--- src/design/oale_pkg.sv ---
// Package for the ordered array list engine.
// Holds action and status codes, the result record and reset constants.
// No dependencies.
`default_nettype none

package oale_pkg;

  localparam int unsigned DEPTH_DEF = 16;
  localparam int unsigned CNT_W     = 5;
  localparam int unsigned WORD_W    = 32;

  localparam logic [CNT_W-1:0] CAP_RESET = 5'd16;

  localparam logic [2:0] ACT_APPEND  = 3'd0;
  localparam logic [2:0] ACT_INSERT  = 3'd1;
  localparam logic [2:0] ACT_DELETE  = 3'd2;
  localparam logic [2:0] ACT_READ    = 3'd3;
  localparam logic [2:0] ACT_REVERSE = 3'd4;
  localparam logic [2:0] ACT_SORT    = 3'd5;

  localparam logic [1:0] ST_OK   = 2'd0;
  localparam logic [1:0] ST_FULL = 2'd1;
  localparam logic [1:0] ST_POS  = 2'd2;

  typedef struct packed {
    logic              full;
    logic              empty;
    logic [CNT_W-1:0]  count;
    logic [WORD_W-1:0] data;
    logic [1:0]        status;
  } res_t;

endpackage

`default_nettype wire

--- src/design/oale_ram.sv ---
// Entry store: single write port, single read port, registered read data.
// Read data holds while no read is issued. Uses oale_pkg.
`default_nettype none

module oale_ram #(
  parameter int unsigned DEPTH = oale_pkg::DEPTH_DEF,
  parameter int unsigned AW    = $clog2(DEPTH)
) (
  input  wire logic                        clk_i,
  input  wire logic                        we_i,
  input  wire logic [AW-1:0]               waddr_i,
  input  wire logic [oale_pkg::WORD_W-1:0] wdata_i,
  input  wire logic                        re_i,
  input  wire logic [AW-1:0]               raddr_i,
  output logic      [oale_pkg::WORD_W-1:0] rdata_o
);
  import oale_pkg::*;

  logic [WORD_W-1:0] mem_q [DEPTH];

  always_ff @(posedge clk_i) begin
    if (we_i) begin
      mem_q[waddr_i] <= wdata_i;
    end
  end

  always_ff @(posedge clk_i) begin
    if (re_i) begin
      rdata_o <= mem_q[raddr_i];
    end
  end

endmodule

`default_nettype wire

--- src/design/oale_ctrl.sv ---
// Sequencer: decodes each request, walks the entry store through the RAM
// ports and builds the result record. Uses oale_pkg; drives oale_ram.
`default_nettype none

module oale_ctrl #(
  parameter int unsigned DEPTH = oale_pkg::DEPTH_DEF,
  parameter int unsigned AW    = $clog2(DEPTH)
) (
  input  wire logic                        clk_i,
  input  wire logic                        rst_ni,
  input  wire logic                        in_valid_i,
  output logic                             in_ready_o,
  input  wire logic [2:0]                  in_action_i,
  input  wire logic [oale_pkg::CNT_W-1:0]  in_position_i,
  input  wire logic [oale_pkg::WORD_W-1:0] in_value_i,
  input  wire logic [oale_pkg::CNT_W-1:0]  cap_i,
  output logic                             res_valid_o,
  input  wire logic                        res_ready_i,
  output oale_pkg::res_t                   res_o,
  output logic                             mem_we_o,
  output logic      [AW-1:0]               mem_waddr_o,
  output logic      [oale_pkg::WORD_W-1:0] mem_wdata_o,
  output logic                             mem_re_o,
  output logic      [AW-1:0]               mem_raddr_o,
  input  wire logic [oale_pkg::WORD_W-1:0] mem_rdata_i
);
  import oale_pkg::*;

  localparam logic [2:0] S_IDLE  = 3'd0;
  localparam logic [2:0] S_SWEEP = 3'd1;
  localparam logic [2:0] S_FIN   = 3'd2;
  localparam logic [2:0] S_REV   = 3'd3;
  localparam logic [2:0] S_DONE  = 3'd4;

  logic [2:0]        state_q, state_d;
  logic [CNT_W-1:0]  count_q, count_d;
  logic [2:0]        act_q, act_d;
  logic [CNT_W-1:0]  pos_q, pos_d;
  logic [WORD_W-1:0] val_q, val_d;
  logic [1:0]        status_q, status_d;
  logic [WORD_W-1:0] data_q, data_d;
  logic [CNT_W-1:0]  src_q, src_d;
  logic [CNT_W-1:0]  rem_q, rem_d;
  logic              pend_q, pend_d;
  logic [CNT_W-1:0]  tag_q, tag_d;
  logic [CNT_W-1:0]  i_q, i_d;
  logic [CNT_W-1:0]  j_q, j_d;
  logic [1:0]        ph_q, ph_d;
  logic [WORD_W-1:0] cur_q, cur_d;

  logic [CNT_W-1:0] waddr, raddr;
  logic             is_full;

  assign is_full     = count_q >= cap_i;
  assign mem_waddr_o = AW'(waddr);
  assign mem_raddr_o = AW'(raddr);

  assign res_o.status = status_q;
  assign res_o.data   = data_q;
  assign res_o.count  = count_q;
  assign res_o.empty  = (count_q == '0);
  assign res_o.full   = is_full;

  always_comb begin
    state_d  = state_q;
    count_d  = count_q;
    act_d    = act_q;
    pos_d    = pos_q;
    val_d    = val_q;
    status_d = status_q;
    data_d   = data_q;
    src_d    = src_q;
    rem_d    = rem_q;
    pend_d   = pend_q;
    tag_d    = tag_q;
    i_d      = i_q;
    j_d      = j_q;
    ph_d     = ph_q;
    cur_d    = cur_q;
    mem_we_o    = 1'b0;
    waddr       = '0;
    mem_wdata_o = '0;
    mem_re_o    = 1'b0;
    raddr       = '0;
    in_ready_o  = 1'b0;
    res_valid_o = 1'b0;

    unique case (state_q)
      S_IDLE: begin
        in_ready_o = 1'b1;
        if (in_valid_i) begin
          act_d    = in_action_i;
          pos_d    = in_position_i;
          val_d    = in_value_i;
          status_d = ST_OK;
          data_d   = '0;
          pend_d   = 1'b0;
          state_d  = S_DONE;
          unique case (in_action_i) inside
            ACT_APPEND: begin
              if (is_full) begin
                status_d = ST_FULL;
              end else begin
                mem_we_o    = 1'b1;
                waddr       = count_q;
                mem_wdata_o = in_value_i;
                count_d     = count_q + 1'b1;
              end
            end
            ACT_INSERT: begin
              if (is_full) begin
                status_d = ST_FULL;
              end else if (in_position_i == '0 ||
                           {1'b0, in_position_i} > ({1'b0, count_q} + 6'd1)) begin
                status_d = ST_POS;
              end else begin
                src_d   = count_q - 1'b1;
                rem_d   = count_q - in_position_i + 1'b1;
                state_d = S_SWEEP;
              end
            end
            ACT_DELETE, ACT_READ: begin
              if (in_position_i == '0 || in_position_i > count_q) begin
                status_d = ST_POS;
              end else begin
                src_d   = in_position_i - 1'b1;
                rem_d   = (in_action_i == ACT_DELETE) ?
                          count_q - in_position_i + 1'b1 : CNT_W'(1);
                state_d = S_SWEEP;
              end
            end
            ACT_REVERSE: begin
              if (count_q > CNT_W'(1)) begin
                i_d     = '0;
                j_d     = count_q - 1'b1;
                ph_d    = 2'd0;
                state_d = S_REV;
              end
            end
            ACT_SORT: begin
              if (count_q > CNT_W'(1)) begin
                i_d     = '0;
                src_d   = '0;
                rem_d   = count_q;
                state_d = S_SWEEP;
              end
            end
            default: ;
          endcase
        end
      end

      S_SWEEP: begin
        // issue one read per cycle, consume the previous one
        if (rem_q != '0) begin
          mem_re_o = 1'b1;
          raddr    = src_q;
          src_d    = (act_q == ACT_INSERT) ? src_q - 1'b1 : src_q + 1'b1;
          rem_d    = rem_q - 1'b1;
          pend_d   = 1'b1;
          tag_d    = src_q;
        end else begin
          pend_d = 1'b0;
        end
        if (pend_q) begin
          case (act_q)
            ACT_INSERT: begin
              mem_we_o    = 1'b1;
              waddr       = tag_q + 1'b1;
              mem_wdata_o = mem_rdata_i;
            end
            ACT_DELETE: begin
              if (tag_q == pos_q - 1'b1) begin
                data_d = mem_rdata_i;
              end else begin
                mem_we_o    = 1'b1;
                waddr       = tag_q - 1'b1;
                mem_wdata_o = mem_rdata_i;
              end
            end
            ACT_READ: begin
              data_d = mem_rdata_i;
            end
            ACT_SORT: begin
              if (tag_q == i_q) begin
                cur_d = mem_rdata_i;
              end else if ($signed(cur_q) < $signed(mem_rdata_i)) begin
                mem_we_o    = 1'b1;
                waddr       = tag_q;
                mem_wdata_o = cur_q;
                cur_d       = mem_rdata_i;
              end
            end
            default: ;
          endcase
        end
        if (rem_q == '0 && !pend_q) begin
          state_d = S_FIN;
        end
      end

      S_FIN: begin
        state_d = S_DONE;
        case (act_q)
          ACT_INSERT: begin
            mem_we_o    = 1'b1;
            waddr       = pos_q - 1'b1;
            mem_wdata_o = val_q;
            count_d     = count_q + 1'b1;
          end
          ACT_DELETE: begin
            count_d = count_q - 1'b1;
          end
          ACT_SORT: begin
            mem_we_o    = 1'b1;
            waddr       = i_q;
            mem_wdata_o = cur_q;
            if (({1'b0, i_q} + 6'd2) < {1'b0, count_q}) begin
              i_d     = i_q + 1'b1;
              src_d   = i_q + 1'b1;
              rem_d   = count_q - i_q - 1'b1;
              state_d = S_SWEEP;
            end
          end
          default: ;
        endcase
      end

      S_REV: begin
        case (ph_q)
          2'd0: begin
            mem_re_o = 1'b1;
            raddr    = i_q;
            ph_d     = 2'd1;
          end
          2'd1: begin
            mem_re_o = 1'b1;
            raddr    = j_q;
            cur_d    = mem_rdata_i;
            ph_d     = 2'd2;
          end
          2'd2: begin
            mem_we_o    = 1'b1;
            waddr       = i_q;
            mem_wdata_o = mem_rdata_i;
            ph_d        = 2'd3;
          end
          default: begin
            mem_we_o    = 1'b1;
            waddr       = j_q;
            mem_wdata_o = cur_q;
            i_d         = i_q + 1'b1;
            j_d         = j_q - 1'b1;
            ph_d        = 2'd0;
            if (({1'b0, i_q} + 6'd2) >= {1'b0, j_q}) begin
              state_d = S_DONE;
            end
          end
        endcase
      end

      S_DONE: begin
        res_valid_o = 1'b1;
        if (res_ready_i) begin
          state_d = S_IDLE;
        end
      end

      default: begin
        state_d = S_IDLE;
      end
    endcase
  end

  always_ff @(posedge clk_i or negedge rst_ni) begin
    if (!rst_ni) begin
      state_q <= S_IDLE;
      count_q <= '0;
      pend_q  <= 1'b0;
    end else begin
      state_q <= state_d;
      count_q <= count_d;
      pend_q  <= pend_d;
    end
  end

  always_ff @(posedge clk_i) begin
    act_q    <= act_d;
    pos_q    <= pos_d;
    val_q    <= val_d;
    status_q <= status_d;
    data_q   <= data_d;
    src_q    <= src_d;
    rem_q    <= rem_d;
    tag_q    <= tag_d;
    i_q      <= i_d;
    j_q      <= j_d;
    ph_q     <= ph_d;
    cur_q    <= cur_d;
  end

endmodule

`default_nettype wire

--- src/design/ordered_array_list_engine_top.sv ---
// Ordered array list engine, top level: capacity register, output register,
// sequencer and entry store. Uses oale_pkg, oale_ctrl and oale_ram.
//
// Usage: each request on the slave stream carries an action, a 1-based
// position and a word; each request yields exactly one result on the master
// stream (status, data word, new count, empty and full flags).
// Capacity is written through cfg_we_i / cfg_wdata_i; the user must write it only while
// the block is idle, which the block itself does not enforce; it saturates at DEPTH.
// Work per request (n = count, p = position), all through the one-read,
// one-write entry RAM:
//   append, failed requests, unused actions: answered from idle without a walk
//   read: one entry; insert, delete: entries p to n each moved by one place
//   reverse: each pair read and swapped
//   sort: n - 1 passes, each sweeping the remaining tail of the list
// One request is in work at a time. A finished result moves into the output
// register, so the next request is taken while that result waits; a stalled
// receiver holds the result and, once the sequencer has another one done,
// halts further requests.
// Reset clears the count (empty list) and sets capacity to 16; the entry RAM
// is not cleared, entries are read only after being written.
`default_nettype none

module ordered_array_list_engine_top #(
  parameter int unsigned DEPTH = oale_pkg::DEPTH_DEF
) (
  input  wire logic        clk_i,
  input  wire logic        rst_ni,
  input  wire logic        s_axis_tvalid,
  output logic             s_axis_tready,
  input  wire logic [39:0] s_axis_tdata,  // action[2:0], position[7:3], value_in[39:8]
  output logic             m_axis_tvalid,
  input  wire logic        m_axis_tready,
  output logic      [47:0] m_axis_tdata,  // status[1:0], data_out[33:2], count_now[38:34],
                                          // is_empty_flag[39], is_full_flag[40], zero[47:41]
  input  wire logic        cfg_we_i,
  input  wire logic [4:0]  cfg_wdata_i
);
  import oale_pkg::*;

  localparam int unsigned AW = $clog2(DEPTH);

  logic [CNT_W-1:0]  cap_cfg_q;
  logic [CNT_W-1:0]  cap_eff;
  logic              res_valid, res_ready;
  res_t              res;
  logic              out_valid_q;
  res_t              out_q;
  logic              mem_we, mem_re;
  logic [AW-1:0]     mem_waddr, mem_raddr;
  logic [WORD_W-1:0] mem_wdata, mem_rdata;

  assign cap_eff = (32'(cap_cfg_q) > DEPTH) ? CNT_W'(DEPTH) : cap_cfg_q;

  always_ff @(posedge clk_i or negedge rst_ni) begin
    if (!rst_ni) begin
      cap_cfg_q <= CAP_RESET;
    end else if (cfg_we_i) begin
      cap_cfg_q <= cfg_wdata_i;
    end
  end

  assign res_ready = !out_valid_q || m_axis_tready;

  always_ff @(posedge clk_i or negedge rst_ni) begin
    if (!rst_ni) begin
      out_valid_q <= 1'b0;
    end else if (res_ready) begin
      out_valid_q <= res_valid;
    end
  end

  always_ff @(posedge clk_i) begin
    if (res_ready && res_valid) begin
      out_q <= res;
    end
  end

  assign m_axis_tvalid = out_valid_q;
  assign m_axis_tdata  = {7'd0, out_q};

  oale_ctrl #(
    .DEPTH (DEPTH),
    .AW    (AW)
  ) u_ctrl (
    .clk_i         (clk_i),
    .rst_ni        (rst_ni),
    .in_valid_i    (s_axis_tvalid),
    .in_ready_o    (s_axis_tready),
    .in_action_i   (s_axis_tdata[2:0]),
    .in_position_i (s_axis_tdata[7:3]),
    .in_value_i    (s_axis_tdata[39:8]),
    .cap_i         (cap_eff),
    .res_valid_o   (res_valid),
    .res_ready_i   (res_ready),
    .res_o         (res),
    .mem_we_o      (mem_we),
    .mem_waddr_o   (mem_waddr),
    .mem_wdata_o   (mem_wdata),
    .mem_re_o      (mem_re),
    .mem_raddr_o   (mem_raddr),
    .mem_rdata_i   (mem_rdata)
  );

  oale_ram #(
    .DEPTH (DEPTH),
    .AW    (AW)
  ) u_ram (
    .clk_i   (clk_i),
    .we_i    (mem_we),
    .waddr_i (mem_waddr),
    .wdata_i (mem_wdata),
    .re_i    (mem_re),
    .raddr_i (mem_raddr),
    .rdata_o (mem_rdata)
  );

endmodule

`default_nettype wire
--- config.mk ---
export PLATFORM = sky130hd
export DESIGN_NAME = ordered_array_list_engine_top
export DESIGN_NICKNAME = d
export VERILOG_FILES = /design/src/design/oale_pkg.sv /design/src/design/oale_ram.sv /design/src/design/oale_ctrl.sv /design/src/design/ordered_array_list_engine_top.sv
export SDC_FILE = /design/constraint.sdc
export NUM_CORES = 1
export LEC_CHECK = 0
export BUFFER_PORTS_ARGS = -buffer_cell sky130_fd_sc_hd__buf_4
export CAP_MARGIN = 20
export CORE_AREA = 10 10 240 471
export CTS_CLUSTER_SIZE = 14
export DETAILED_ROUTE_END_ITERATION = 10
export DIE_AREA = 0 0 250 481
export GPL_ROUTABILITY_DRIVEN = 0
export PLACE_DENSITY = 0.42
export SYNTH_ARGS = -nofsm -noshare
export SYNTH_HDL_FRONTEND = slang
export SYNTH_HIERARCHICAL = 1
export SYNTH_SLANG_ARGS = --single-unit
export TNS_END_PERCENT = 100
--- constraint.sdc ---
create_clock -name clk_i -period 9.7 [get_ports clk_i]
set_input_delay 1.94 -clock clk_i [delete_from_list [all_inputs] [get_ports clk_i]]
set_output_delay 1.94 -clock clk_i [all_outputs]
set_load 0.02 [all_outputs]
# Yosys cells after proc, flatten, opt, wreduce, memory -nomap -nowiden
# Memories as Yosys holds them, arrays and structs flattened. A register that Yosys moved wholly into a read port is not among the register bits.
# Cells that the tools add are included.
# word_totals
ff_bits	189
latchBits	0
ramBits	512
romBits	0
in_bits	50
output_inout_bits	50
elab_cells	243
memories	1
# classes
addsub	17
mul	0
div	0
n_lt_le_gt_ge	8
eq_ne	42
n_shift	0
mux	117
bitwise	0
reduce_logical	36
# mem_list
memory	depth	width	read_ports	rd_ports_with_merged_regs	write_ports	line_no	source
u_ram.mem_q	16	32	1	1	1	oale_ram.sv:19	logic [WORD_W-1:0] mem_q [DEPTH];
# op_table
operator	n
32-bit 2-to-1 mux	15
32-bit one-hot mux with 2 select lines	5
5-bit 2-to-1 mux	29
32-bit one-hot mux with 4 select lines	1
32-bit one-hot mux with 3 select lines	1
5-bit one-hot mux with 3 select lines	5
3-bit 2-to-1 mux	12
5-bit by 1-bit subtractor with 5-bit output (second input constant)	7
32-bit < comparator	1
4-bit 2-to-1 mux	8
4-bit one-hot mux with 2 select lines	4
5-bit one-hot mux with 2 select lines	3
5-bit AND reduction	5
2-bit by 1-bit inequality test with 1-bit output (second input constant)	11
5-bit by 1-bit adder with 5-bit output (second input constant)	4
3-bit by 2-bit == test with 1-bit output (second input constant)	6
1-bit 2-to-1 mux	17
4-bit one-hot mux with 4 select lines	1
5-bit zero test	3
3-bit one-hot mux with 5 select lines	1
3-bit == test (second input constant)	4
2-bit 2-to-1 mux	6
3-bit by 2-bit inequality test with 1-bit output (second input constant)	4
2-bit one-hot mux with 3 select lines	2
40 further kinds	65

# Depth between registers and ports, before layout
# Gate-level depths: netlist (run 1).
# depth
ltp_word	9
depth_mapped	14
mapped_depth_nobuf	12

# Cells and area by module
# Netlist (run 1), hierarchy kept.
# modules_own_cells
module	instances	cells_each	area_per_inst_um2	seq_area_each_um2
oale_ram	1	838	20156.8	16335.7
oale_ctrl	1	953	9753.1	4219.0
ordered_array_list_engine_top	1	68	1542.7	1382.6

# Worst setup path before layout (run 1)
# Ideal clock, no wire load.
# synth_path
path_kind	input to register
start	input s_axis_tdata[0]
end	memory u_ram.mem_q[0][0], enable pin
setup_ps	461
arrival_time_ps	5988
t_required_ps	9239
slack_ps	3251
stages	10
n_path_buf	2
cell_sequence	clkbuf_1 > or3_1 > nor2_2 > and2_1 > buf_6 > a211o_1 > nor3b_1 > a21oi_1 > or3b_2 > nor3_1
# synth_between
elab_chain_len	6
word_cells_on_any_way	9
cone_classes	mux (8); reduce/logical (1)
# synth_lines
item	line_no	source
from (decl)	ordered_array_list_engine_top.sv:30	input wire logic [39:0] s_axis_tdata,
3-bit zero test (no line)	n/a	
1-bit 2-to-1 mux	oale_ctrl.sv:99	unique case (in_action_i) inside
1-bit 2-to-1 mux	oale_ctrl.sv:91	if (in_valid_i) begin
1-bit one-hot mux with 4 select lines	oale_ctrl.sv:88	unique case (state_q)
via mem_we	ordered_array_list_engine_top.sv:48	logic mem_we, mem_re;
1-bit 2-to-1 mux	oale_ram.sv:22	if (we_i) begin
1-bit 2-to-1 mux (implied by the code)	oale_ram.sv:23	mem_q[waddr_i] <= wdata_i;
to (decl)	oale_ram.sv:19	
# The timed path passes the listed nets, and every way through them passes these cells.

# Worst setup path in the final report (run 1)
# layout_path
start	input s_axis_tdata[1]
end	memory u_ram.mem_q[14][16], enable pin
# layout_between
word_cells_on_any_way	9
cone_classes	mux (8); reduce/logical (1)
# layout_lines
item	line_no	source
3-bit zero test (no line)	n/a	
4-bit 2-to-1 mux	oale_ctrl.sv:99	
4-bit 2-to-1 mux	oale_ctrl.sv:91	
4-bit one-hot mux with 4 select lines	oale_ctrl.sv:88	
via mem_waddr[1]	ordered_array_list_engine_top.sv:49	logic [AW-1:0] mem_waddr, mem_raddr;
# The timed path passes the listed nets, and every way through them passes these cells.

==> results by group, run 1 <==
Logic synthesis
  • Post-synth EDFFs: ~720
  • Ys flop type: edfxtp_1
  • FF+latch count, synth: between 700 and 800
  • Cell accounting for the most synthesized area: edfxtp_1
  • Count leader, synth: edfxtp_1
  • Syn_area_per_cell: between 15 and 20 sq um
  • Asr flop ratio synth: 0.0205
  • Commonest cells post-synth: edfxtp_1 (718), mux4_2 (128), a22oi_1 (102)
  • Syn Std Cell Area: 31,500 sq um
  • YS warnings: 6
  • Sequential share of the synthesized area: 0.697
  • Synth cell types: 82
  • Synth top area share: 0.685
  • Mapped Cells: between 1,500 and 2,000
  • Synth area leaders: edfxtp_1 (69%), mux4_2 (9.2%), ha_1 (3.3%), a22oi_1 (2.4%), nor2_1 (1.2%)

Route
  • DR WL/cell: 26.7 um
  • Via density: 5.07
  • First-pass iteration count of the detailed router: 7
  • Post-Route WL: 90,800 um
  • Remaining antenna violation count: 0
  • Initial DRC count: ~1,300
  • DRC: 0
  • DR vias: 17,200

Worst hold path
  • Hold endpoint: m_axis_tdata[4]
  • HP Start: u_ctrl/data_q[2]
  • Hold depth: 0
  • Hold Path Class: reg -> reg

STA
  • F_max: 0.187 GHz
  • RSZ-0062 raised after global routing: false
  • Worst clock skew: 0.0281 ns
  • Fin crit share: 0.553
  • Normalized max-slew margin: 0.223
  • Final min period: 5.36 ns
  • Final hold viol count: 0
  • Worst-Margin Slew: between 1 and 1.5 ns
  • Max-slew violations: 0
  • Total negative slack: 0 ns
  • Final Setup Violations: 0

Critical path
  • RR Startpoint: u_ram/rdata_o[2]
  • Critical Path AT: ~5.7 ns
  • CP Class: in -> reg
  • R2R depth: 12
  • CP Launch Type: primary input
  • Worst-path maximum fanout: 36
  • Crit Reg-Reg Endpoint: u_ram/mem_q[14][16]
  • Required time worst endpoint: 10.01 ns
  • Crit. End Element: register
  • Flop-to-flop setup slack: 4.50 ns

Power and ir drop
  • Switching power: 4.06 mW
  • Int Pwr: 7.32 mW
  • Leakage: 12.1 nW
  • Switching share of power: 0.356
  • Worst VDD drop: ~0.25 mV
  • Sequential power share: 0.397
  • Pwr dens: 313 nW/um^2
  • Comb pwr share: 0.349
  • Clk pwr share: 0.254

Floorplanning
  • Die Height: 481 um
  • Placeable Area: 106,000 sq um
  • Die W: 250 um
  • Initial Util: 0.298
  • IO Count: 100
  • Die Area: 120,000 sq um
  • Cell Rows: 169

CTS
  • CTS tree: built
  • H-tree Lvls: 3
  • CTS sink count: roughly 730
  • Post-CTS Hold Buffers: 0
  • Clock Root Buffer: clkbuf_16
  • Post-CTS setup repair buffer count: 0
  • Clk Latency, worst-skew pair: 0.66 ns
  • CTS buffer count: between 70 and 80
  • CTS resizes: 0
  • Clock Path Buffers: 3
  • Clock slew at reported path FFs: 0.06 ns

Cells and area
  • Share of cells above drive strength 1: 0.212
  • Fin nets: 2,114
  • Design area: 36,400 sq um
  • Sequential Area: around 22,000 sq um
  • Area grow syn2layout: 15.6%
  • # fillers: around 10,000
  • Multi-input logic area: between 8000 and 9000 sq um

Global routing
  • Initial antenna violation count: 1
  • Pin count of the biggest net entering global routing: 129
  • Vias in the first global route: 18,100
  • Global-route wire length before repair: 131,000 um
  • GRT Total Usage: 0.149
  • GRT overflow: 0

Outcome
  • Outcome: complete, no violations

Placed design
  • DP HPWL: 57,700 um
  • Area post-placement: 33,800 sq um
  • Port bufs: just over 90

Run
  • Maxcap violations: 0
## layer usage
layer,up-vias,share of wire,global-route usage
li1,7638,-,-
met5,-,0.00014,0
met2,471,0.50,0.253
met3,126,0.047,0.0272
met1,9010,0.42,0.185
met4,2,0.033,0.0579
## how the worst max path moves through the flow
stage	from	endpoint	cells past startpoint
global route	s_axis_tdata[1]	u_ram/mem_q[14][27]	11
global placement	s_axis_tdata[1]	u_ram/mem_q[14][16]	11
finish	s_axis_tdata[1]	u_ram/mem_q[14][16]	11
floorplan	s_axis_tdata[0]	u_ram/mem_q[0][0]	10
detailed placement	s_axis_tdata[1]	u_ram/mem_q[14][16]	11
CTS	s_axis_tdata[1]	u_ram/mem_q[14][27]	11
## critical path, stage by stage
cell      delay, ns
buf_4          0.18
or3_1          0.39
nor2_2         0.17
and2_2         0.17
buf_4          0.44
a221o_1        0.24
a21oi_1        0.04
o21ai_0        0.45
nand2b_1       0.49
nor2_4         0.63
buf_4          0.48
## per-stage QoR
stage,instances,power [mW],utilization,hold WS (ns),setup slack (ns)
after floorplan,1865,7.01,-,0.400,3.25
after global placement,3262,8.59,0.321,0.402,3.70
after detailed placement,3263,8.59,0.321,0.406,3.67
after CTS,3395,11.5,0.344,0.420,4.36
after global routing,3400,12.0,0.345,0.424,4.20
final,3401,11.4,0.345,0.418,4.34
## placed cells by master (no fill, tap or decap), types with 34 or more instances in the layout
cell type / instances
edfxtp_1: 718
buf_4: 137
mux4_2: 128
a22oi_1: 102
inv_1: 92
nand2_1: 91
nor2_1: 87
ha_1: 84
clkbuf_16: 75
a21oi_1: 49
a221o_1: 35
xnor2_1: 34
## logic make-up (layout without fill, tap and decap cells)
family	count (synthesis)	after routing	share of synthesized area
multiplexers	138	138	0.0951
flip-flops	733	733	0.697
AO/OA/AOI/OAI	337	337	0.0815
adder cells (fa/ha/maj)	89	89	0.0366
AND/OR/NAND/NOR	306	306	0.0453
buffers and inverters	208	375	0.0308
XOR/XNOR	47	47	0.0131
other	1	8	0.000119
## power by group through the flow
stage	Combinational (mW)	Sequential, mW	Clock (mW)
2_1_floorplan	2.60	4.41	0
3_3_place_gp	4.01	4.58	0
3_5_place_dp	4.01	4.58	0
4_1_cts	4.02	4.52	2.98
5_1_grt	4.32	4.55	3.11
6_report	3.97	4.52	2.90
## registers in the layout, summed over array words and instances (netlist names), 2 cells and up
signal           flops
cap_cfg_q            5
u_ctrl/i_q           5
u_ctrl/tag_q         5
u_ctrl/state_q       3
u_ctrl/val_q        32
u_ctrl/rem_q         5
u_ctrl/cur_q        32
u_ctrl/data_q       32
m_axis_tdata        41
u_ctrl/j_q           5
u_ctrl/count_q       5
u_ctrl/act_q         3
u_ram/mem_q        512
u_ctrl/ph_q          2
u_ctrl/status_q      2
u_ctrl/pos_q         5
u_ctrl/src_q         5
u_ram/rdata_o       32
## final cells by class
cell class,instances,share of cell area
diodes,1,0.0000688
clock buffers,93,0.0543
clock inverters,39,0.0121
inverters,99,0.0104
multi-input cells,924,0.241
flip-flops and latches,733,0.603
well taps,1368,0.0471
repair buffers,144,0.0317
No activity file was read; power rests on OpenSTA's default activity.
==> run 2: changes to the inputs <==
Settings changed: PLACE_DENSITY 0.42 to 0.44.
Clock period 9.7 ns to 4.7 ns, I/O delays scaled along.
==> run 2 against run 1 <==
Combinational power rose by 110%. Die area stayed put. Largest power group unchanged. Clock skew up 0.010 ns. Critical path type is now reg -> reg. Final area increased by 0.96%. Global-route usage about the same.
==> results by group, run 2 (same netlist as run 1, synthesis figures left out) <==
Route
  • Remaining antenna violation count: 0 (unchanged)
  • First-pass iteration count of the detailed router: 5 (-2)
  • Post-Route WL: 90,700 um (-0.19%)
  • DR vias: 17,400 (+1.0%)
  • Initial DRC count: 1,419 (+5.7%)
  • Via density: 5.06 (-0.22%)
  • DR WL/cell: 26.3 um (-1.4%)
  • DRC: 0 (unchanged)

CTS
  • Post-CTS Hold Buffers: 0 (unchanged)
  • Clk Latency, worst-skew pair: 0.66 ns (about the same)
  • H-tree Lvls: 3 (unchanged)
  • Post-CTS setup repair buffer count: 0 (unchanged)
  • CTS resizes: 0 (unchanged)
  • Clock slew at reported path FFs: 0.07 ns (about the same)
  • CTS sink count: 733 (unchanged)
  • Clock Root Buffer: clkbuf_16
  • CTS buffer count: 75 (+2.7%)
  • Clock Path Buffers: 3 (unchanged)
  • CTS tree: built

Critical path
  • CP Launch Type: register
  • Worst path bufs/invs: 2 (-1)
  • CP Class: reg -> reg
  • Top cell family by delay on the critical path: compound AO/OA/AOI/OAI gates
  • Crit. End Element: register
  • Worst-path maximum fanout: 23 (-36%)
  • Critical Path AT: 4.57 ns (-1.10 ns)
  • Crit path max-delay cell type: nor3_4
  • Critical Path Max Stage Delay: 0.58 ns (-0.05 ns)
  • Crit-path cells: inv_1, ha_1, a211o_1, a31oi_1, o31ai_1, a211oi_2, o21a_2, o2111ai_1, o21ai_1, nand3_1, nor3_4, buf_4
  • Required time worst endpoint: 4.97 ns (-5.04 ns)

Global routing
  • Vias in the first global route: 18,500 (+2.0%)
  • Global-route wire length before repair: 133,000 um (+0.82%)
  • GRT Total Usage: 0.150 (+0.000307)
  • Most used routing layer: met2
  • Initial antenna violation count: 2 (+1)
  • Routing usage on met3: 0.0235 (-0.00377)
  • GRT overflow: 0 (unchanged)
  • M2 GR Usage: 0.253 (about the same)
  • Pin count of the biggest net entering global routing: 67 (-48%)
  • GR Util met1: 0.189 (+0.00361)

Cells and area
  • Reg with most FFs: u_ram/mem_q
  • Share of cells above drive strength 1: 0.227 (+0.0150)
  • Design area: 36,700 sq um (+0.96%)
  • Fin nets: 2,152 (+1.8%)
  • Multi-input logic area: 8780 sq um (+0.14%)
  • Area grow syn2layout: 16.7%
  • # fillers: 9,979 (-0.54%)
  • Fin util: 0.348 (+0.00330)
  • Max reg flops: 512 (unchanged)
  • Sequential Area: 21,900 sq um (unchanged)
  • Finished Layout Cells: 3,443 (+1.2%)
  • Commonest non-fill, non-tap cell in the layout: edfxtp_1
  • Most frequent cells in the layout: edfxtp_1 (718), buf_4 (172), mux4_2 (128)

Placed design
  • Port bufs: 92 (unchanged)
  • Cell total after placement: 3,304 (+1.3%)
  • DP HPWL: 59,600 um (+3.3%)
  • Area post-placement: 34,200 sq um (+1.2%)
  • Worst Setup Slack post-DPL: 0.216 ns (-3.46 ns)

Power and ir drop
  • Leakage: 12.3 nW (+1.5%)
  • Pwr dens: 644 nW/um^2 (+110%)
  • Worst VDD drop: 0.339 mV (+36%)

Floorplanning
  • Die W: 250 um (unchanged)
  • Initial Util: 0.298 (unchanged)
  • Die Area: 120,000 sq um (unchanged)
  • IO Count: 100 (unchanged)
  • Placeable Area: 106,000 sq um (unchanged)
  • Cell Rows: 169 (unchanged)
  • Die Height: 481 um (unchanged)

STA
  • F_max: 0.233 GHz
  • PnR worst setup slack: 0.406 ns (-3.93 ns)
  • Fin crit share: 0.914
  • Final hold viol count: 0 (unchanged)
  • Normalized max-slew margin: 0.274 (+0.0509)
  • Final Setup Violations: 0 (unchanged)
  • Worst clock skew: 0.0382 ns (+0.0101 ns)
  • Max-slew violations: 0 (unchanged)
  • Worst-Margin Slew: 1.09 ns (-0.0658 ns)
  • Final min period: around 4.3 ns
  • RSZ-0062 raised after global routing: false

Run
  • Maxcap violations: 0 (unchanged)

Outcome
  • Outcome: complete, no violations

Worst hold path
  • Hold Path Class: in -> async
run 2: final timing paths:
check	startpoint	end	slack [ns]	depth (start not counted)
worst max-delay path	u_ram/rdata_o[2]	u_ram/mem_q[12][2]	0.41	12
worst min-delay path	rst_ni	u_ctrl/pend_q	0.17	1
worst max register to register	u_ram/rdata_o[2]	u_ram/mem_q[12][2]	0.41	12
worst min register to register	u_ctrl/data_q[9]	m_axis_tdata[11]	0.42	0
max in group asynchronous	rst_ni	cap_cfg_q[4]	4.27	1
min in group clk_i	u_ctrl/data_q[9]	m_axis_tdata[11]	0.42	0
run 2: report_power, final:
part           internal (mW)  switching (mW)
logic                   3.13            5.28
registers               8.64           0.549
clock network           3.42            2.61
total                   15.2            8.45
run 2: per-layer routing:
| metal | vias to the layer above | wire, um |
|---|---|---|
| met1 | 9112 | 38300 |
| met5 | - | 13 |
| met3 | 122 | 4370 |
| met2 | 477 | 45300 |
| li1 | 7708 | - |
| met4 | 2 | 2680 |
run 2: cell type report:
class	count	area share
sequential	733	0.598
clock inverter	46	0.0138
tap	1368	0.0466
antenna	1	0.0000682
timing repair buffer	180	0.0395
inverter	99	0.0103
clock buffer	92	0.0529
multi-input combinational	924	0.239
run 2: worst reg2reg max path, stage by stage, from the launching register on:
cell,delay (ns)
edfxtp_1,0.39
inv_1,0.07
ha_1,0.30
a211o_1,0.25
a31oi_1,0.16
o31ai_1,0.12
a211oi_2,0.49
o21a_2,0.28
o2111ai_1,0.16
o21ai_1,0.27
nand3_1,0.25
nor3_4,0.58
buf_4,0.56
run 2: through the flow:
stage / hold WS, ns / power, mW / TNS, ns
6_report: 0.173 / 23.6 / 0
5_1_grt: 0.170 / 24.8 / 0
4_1_cts: 0.128 / 24.0 / 0
3_5_place_dp: 0.405 / 17.9 / 0
3_3_place_gp: 0.402 / 17.9 / 0
2_1_floorplan: 0.400 / 14.5 / -42.38
